### src/tmat_pkg.sv
// Package for the triangle minimum-angle test: widths, types and pipeline constants.
// Depends on nothing; every other file of the block imports it.
package tmat_pkg;

    localparam int COORD_WIDTH = 16;
    localparam int EDGE_W      = COORD_WIDTH + 1;
    localparam int PROD_W      = 2 * EDGE_W;
    localparam int OP_W        = PROD_W + 1;
    localparam int SPLIT_W     = (OP_W + 1) / 2;
    localparam int HI_W        = OP_W - SPLIT_W;
    localparam int SQ_W        = 2 * OP_W;
    localparam int THR_W       = 32;
    localparam int CHUNK_W     = 32;
    localparam int NCHUNK      = (SQ_W + CHUNK_W - 1) / CHUNK_W;
    localparam int PAD_W       = NCHUNK * CHUNK_W;
    localparam int RHS_W       = SQ_W + THR_W;
    localparam int STAGES      = 8;

    typedef logic signed [COORD_WIDTH-1:0] coord_t;
    typedef logic signed [EDGE_W-1:0]      edge_t;
    typedef logic signed [PROD_W-1:0]      prod_t;
    typedef logic [OP_W-1:0]               operand_t;
    typedef logic [SQ_W-1:0]               square_t;
    typedef logic [THR_W-1:0]              thr_t;
    typedef logic [RHS_W-1:0]              rhs_t;

    typedef struct packed {
        logic load_a;
        logic load_b;
    } stage_en_t;

endpackage

### src/tmat_split_mul.sv
// Two-stage unsigned multiplier built from half-width partial products.
// Depends on tmat_pkg for the operand widths and the stage enable struct.
module tmat_split_mul (
    input  logic                clk,
    input  tmat_pkg::stage_en_t en,
    input  tmat_pkg::operand_t  a,
    input  tmat_pkg::operand_t  b,
    output tmat_pkg::square_t   p
);
    import tmat_pkg::*;

    localparam int LL_W  = 2 * SPLIT_W;
    localparam int MID_W = SPLIT_W + HI_W;
    localparam int HH_W  = 2 * HI_W;

    logic [SPLIT_W-1:0] a_lo;
    logic [SPLIT_W-1:0] b_lo;
    logic [HI_W-1:0]    a_hi;
    logic [HI_W-1:0]    b_hi;
    logic [LL_W-1:0]    ll_reg;
    logic [MID_W-1:0]   lh_reg;
    logic [MID_W-1:0]   hl_reg;
    logic [HH_W-1:0]    hh_reg;
    logic [LL_W-1:0]    ll_next;
    logic [MID_W-1:0]   lh_next;
    logic [MID_W-1:0]   hl_next;
    logic [HH_W-1:0]    hh_next;
    square_t            p_reg;
    square_t            p_next;

    assign a_lo = a[SPLIT_W-1:0];
    assign b_lo = b[SPLIT_W-1:0];
    assign a_hi = a[OP_W-1:SPLIT_W];
    assign b_hi = b[OP_W-1:SPLIT_W];

    always_comb
    begin
        ll_next = LL_W'(a_lo) * LL_W'(b_lo);
        lh_next = MID_W'(a_lo) * MID_W'(b_hi);
        hl_next = MID_W'(a_hi) * MID_W'(b_lo);
        hh_next = HH_W'(a_hi) * HH_W'(b_hi);
    end

    always_comb
    begin
        p_next = (SQ_W'(hh_reg) << (2 * SPLIT_W))
               + ((SQ_W'(lh_reg) + SQ_W'(hl_reg)) << SPLIT_W)
               + SQ_W'(ll_reg);
    end

    always_ff @(posedge clk)
    begin
        if (en.load_a)
        begin
            ll_reg <= ll_next;
            lh_reg <= lh_next;
            hl_reg <= hl_next;
            hh_reg <= hh_next;
        end
        if (en.load_b)
        begin
            p_reg <= p_next;
        end
    end

    assign p = p_reg;

endmodule

### config.mk
export PLATFORM = sky130hd
export DESIGN_NAME = tmat_split_mul
export DESIGN_NICKNAME = d
export VERILOG_FILES = /design/src/tmat_pkg.sv /design/src/tmat_split_mul.sv
export SDC_FILE = /design/constraint.sdc
export NUM_CORES = 2
export LEC_CHECK = 0
export CAP_MARGIN = 40
export CORE_AREA = 2 2 287 289
export CTS_BUF_LIST = sky130_fd_sc_hd__clkbuf_2
export CTS_CLUSTER_SIZE = 16
export DETAILED_ROUTE_END_ITERATION = 10
export DIE_AREA = 0 0 289 291
export DONT_BUFFER_PORTS = 1
export PLACE_DENSITY = 0.8
export SYNTH_ARGS = -nofsm -noshare
export SYNTH_HDL_FRONTEND = slang
export SYNTH_SLANG_ARGS = --single-unit
### constraint.sdc
create_clock -name clk -period 8.43 [get_ports clk]
set_clock_uncertainty 0.05 [all_clocks]
set_input_delay 2.1075 -clock clk [delete_from_list [all_inputs] [get_ports clk]]
set_output_delay 2.1075 -clock clk [all_outputs]
set_load 0.01 [all_outputs]
==> metrics.csv <==
stage,metric,value,unit
min_path,worst_hold_class,register to register,
cts,post_cts_resize_count,0,
cells_and_area,final.fill_count,6604,
setup_path,crit_path_max_fanout,35,
cells_and_area,multi_input_area,38400,um2
placed_design,dp_cell_count,6156,
yosys,synth.net_count,6874,
sta,rsz0062_at_grt,false,
floorplanning,floorplan.die.height,291,um
floorplanning,initial_utilization,61.3,%
yosys,number_of_enable_flip_flop_cells_after_synthesis,210,
setup_path,cp.required,9350,ps
sta,hold_slack,365,ps
setup_path,worstSetupStartpoint,b[23],
setup_path,critPathSlowestCell,sky130_fd_sc_hd__fa_1,
setup_path,critical_path.cell_chain,and2_1 -> fa_1 -> inv_1 -> fa_1 -> fa_1 -> inv_1 -> fa_1 -> fa_1 -> inv_1 -> fa_1 -> inv_1 -> ha_1 -> a21oi_1 -> o21bai_1 -> a21oi_1 -> o21ai_0 -> nor2_1 -> o21ai_1 -> a31o_2 -> a2111oi_2 -> o31ai_1 -> xor2_1,
setup_path,type_of_destination_of_the_critical_path,register,
yosys,syn_area_per_cell,9.34,um2
yosys,most_area_hungry_cell_type_in_the_yosys_netlist,sky130_fd_sc_hd__fa_1,
setup_path,worst_ep_arrival_time,7840,ps
yosys,syn-cell-area,49800,um2
cts,tritoncts,done,
run_status,status,"finished, final reports clean",
setup_path,reg2regPathDepth,21,
yosys,yosys_register_bits,210,
floorplanning,core_area,81200,um2
sta,timing.final.crit_share,82.2,%
cts,clk_pin_slew,110,ps
route,post_drt_via_cell_ratio,5.79,
route,antenna_violating_nets_post_route,0,
yosys,synth_top_cells_by_area,"sky130_fd_sc_hd__fa_1 39%, sky130_fd_sc_hd__ha_1 13%, sky130_fd_sc_hd__edfxtp_1 13%, sky130_fd_sc_hd__inv_1 8.3%, sky130_fd_sc_hd__and2_1 6.7%",
route,drt_wl_total,125,mm
setup_path,startpoint_to_endpoint_class_of_the_critical_path,primary input to register,
global_routing,grt_first_pass_wirelength,201,mm
cts,cts.repair_timing.setup_buffer_count,0,
route,detail_route.wl_per_cell,19.9,um
setup_path,setup.worst_path.start_class,primary input,
floorplanning,fp.dieArea,84100,um2
setup_path,cpLargestDelayFamily,adder cells,
sta,tightest_slew,830,ps
sta,final_min_period,6930,ps
cts,post_cts_hold_buffer_count,0,
cts,htree_num_levels,2,
setup_path,regToRegStartpoint,lh_reg[2]$_DFFE_PP_,
cells_and_area,largest_register_ffs,70,
route,detail_route.iter0.violations,2860,
cts,cts.sink_count,210,
yosys,post-synth-top-area-fraction,38.6,%
cts,insertion_delay,1240,ps
setup_path,r2r_setup_slack,1780,ps
placed_design,place.gp.congestion,0.919,
route,detail_route.drc_violations,0,
cells_and_area,share_of_post_route_cells_with_drive_strength_above_1,2.39,%
yosys,synth_most_common_cell,sky130_fd_sc_hd__inv_1,
route,detailroute.via_count,36376,
setup_path,crit_top_cell,sky130_fd_sc_hd__fa_1,
cts,cts-root-to-sink-buffers,3,
setup_path,critPathMaxStageDelay,530,ps
yosys,synthCells,5334,
setup_path,worstReg2RegEnd,p[69]$_DFFE_PP_,
global_routing,overflow,0,
sta,max_clock_freq,144,MHz
sta,setup_viol,0,
yosys,synthesis.yosys.warnings,0,
cells_and_area,finish.cell_count_without_fillers,6278,
cells_and_area,num-nets-final,6689,
cts,clock_buffer_count_from_cts,61,
cells_and_area,regArea,6310,um2
floorplanning,floorplan.rows,105,
global_routing,grt_antenna_before_repair,13,
yosys,async_flop_share,0,%
sta,setup-tns-final,0,ps
placed_design,port_buffers,0,
cells_and_area,area_growth_syn_to_layout,2.14,%
sta,timing.max_slew.rel_slack,44.3,%
floorplanning,die_w,289,um
cts,clock-root-buffer,sky130_fd_sc_hd__clkbuf_2,
flow_run,cap_viol_max_count,0,
global_routing,grt_max_degree,141,
sta,hold_viol,0,
yosys,synth-main-ff-cell,sky130_fd_sc_hd__edfxtp_1,
yosys,yosys-top-cells-count,"1,107 x sky130_fd_sc_hd__inv_1, 960 x sky130_fd_sc_hd__fa_1, 782 x sky130_fd_sc_hd__nand2_1",
global_routing,groute.usage.overall,30.8,%
yosys,synth_unique_cells,74,
setup_path,critical_path.n_buffers_inverters,4,
setup_path,worst-path-stages,22,
yosys,seq_area_frac_synth,12.7,%
setup_path,endpoint,hh_reg[32]$_DFFE_PP_,
floorplanning,io_pins,143,
route,drt_pre_antenna_iters,6,
sta,final_slew_viol_count,0,
placed_design,place.detailed.hpwl,94.3,mm
global_routing,first_global_vias,38366,
metrics by stage:
stage                     area, um2  setup slack, ps  utilization (%)
after global placement        50200              277             61.9
after detailed placement      50200              200             61.9
final                         50900             1500             62.7
after floorplan               49800              242                -
after global routing          50900             1360             62.6
after CTS                     50800             1630             62.6
layout by cell type (no fill, tap or decap), types with 24 or more instances in the layout:
cell type	count
sky130_fd_sc_hd__and2_1	533
sky130_fd_sc_hd__xnor2_1	134
sky130_fd_sc_hd__ha_1	507
sky130_fd_sc_hd__and3_1	30
sky130_fd_sc_hd__a21o_1	102
sky130_fd_sc_hd__edfxtp_1	210
sky130_fd_sc_hd__a21oi_1	170
sky130_fd_sc_hd__o21ai_0	70
sky130_fd_sc_hd__nor2b_1	24
sky130_fd_sc_hd__xor2_1	62
sky130_fd_sc_hd__nand3_1	38
sky130_fd_sc_hd__nand2_1	782
sky130_fd_sc_hd__inv_1	1107
sky130_fd_sc_hd__o21a_1	25
sky130_fd_sc_hd__fa_1	960
sky130_fd_sc_hd__clkbuf_2	73
sky130_fd_sc_hd__nor2_1	81
worst min path at each step:
| stage | start | to | slack [ps] | cells after the start |
|---|---|---|---|---|
| 2_1_floorplan | ll_reg[0]$_DFFE_PP_ | p[0]$_DFFE_PP_ | 350 | 0 |
| 3_3_place_gp | ll_reg[12]$_DFFE_PP_ | p[12]$_DFFE_PP_ | 350 | 0 |
| 3_5_place_dp | ll_reg[14]$_DFFE_PP_ | p[14]$_DFFE_PP_ | 350 | 0 |
| 4_1_cts | ll_reg[13]$_DFFE_PP_ | p[13]$_DFFE_PP_ | 370 | 0 |
| 5_1_grt | ll_reg[8]$_DFFE_PP_ | p[8]$_DFFE_PP_ | 370 | 0 |
| 6_report | ll_reg[13]$_DFFE_PP_ | p[13]$_DFFE_PP_ | 370 | 0 |
kinds of logic (layout without fill, tap and decap cells):
group	Yosys count	after routing	synth area share, %
other	0	11	0
AND/OR/NAND/NOR	1587	1587	15.5
flip-flops	210	210	12.7
XOR/XNOR	196	196	3.45
buffers and inverters	1362	1225	10.3
AO/OA/AOI/OAI	512	512	6.79
adder cells (fa/ha/maj)	1467	1467	51.3
area by class of cell:
cell class / instances / share of cell area (%)
repair buffers: 7 / 0.103
flip-flops and latches: 210 / 12.4
inverters: 1107 / 8.17
clock buffers: 73 / 0.718
diodes: 11 / 0.0541
well taps: 1070 / 2.63
clock inverters: 38 / 0.477
multi-input cells: 3762 / 75.5
worst register-to-register path: stages, from the launching register on:
cell,delay [ps]
sky130_fd_sc_hd__edfxtp_1,450
sky130_fd_sc_hd__ha_1,400
sky130_fd_sc_hd__o21a_1,220
sky130_fd_sc_hd__a21oi_1,210
sky130_fd_sc_hd__o21ai_0,180
sky130_fd_sc_hd__a22oi_1,660
sky130_fd_sc_hd__a21oi_1,220
sky130_fd_sc_hd__a31o_2,310
sky130_fd_sc_hd__and2_1,170
sky130_fd_sc_hd__o21ai_0,280
sky130_fd_sc_hd__a21oi_1,140
sky130_fd_sc_hd__xor2_1,160
sky130_fd_sc_hd__ha_1,410
sky130_fd_sc_hd__nand2_1,150
sky130_fd_sc_hd__nor2_1,160
sky130_fd_sc_hd__nand2_1,160
sky130_fd_sc_hd__or3_1,440
sky130_fd_sc_hd__o31ai_1,440
sky130_fd_sc_hd__a21oi_1,160
sky130_fd_sc_hd__nor2_1,640
sky130_fd_sc_hd__nand3_1,280
sky130_fd_sc_hd__xnor2_1,200
routing by layer:
| metal | vias up | wire length, um | GRT usage (%) |
|---|---|---|---|
| met3 | 341 | 13500 | 8.76 |
| met4 | 4 | 5920 | 13.4 |
| met2 | 1763 | 58600 | 49.1 |
| met1 | 18292 | 46700 | 39.1 |
| met5 | - | 32 | 0 |
| li1 | 15976 | - | - |
Power is left out: the tool's default activity adds up to more than one toggle a clock period on the data nets, which glitch-free logic cannot reach.
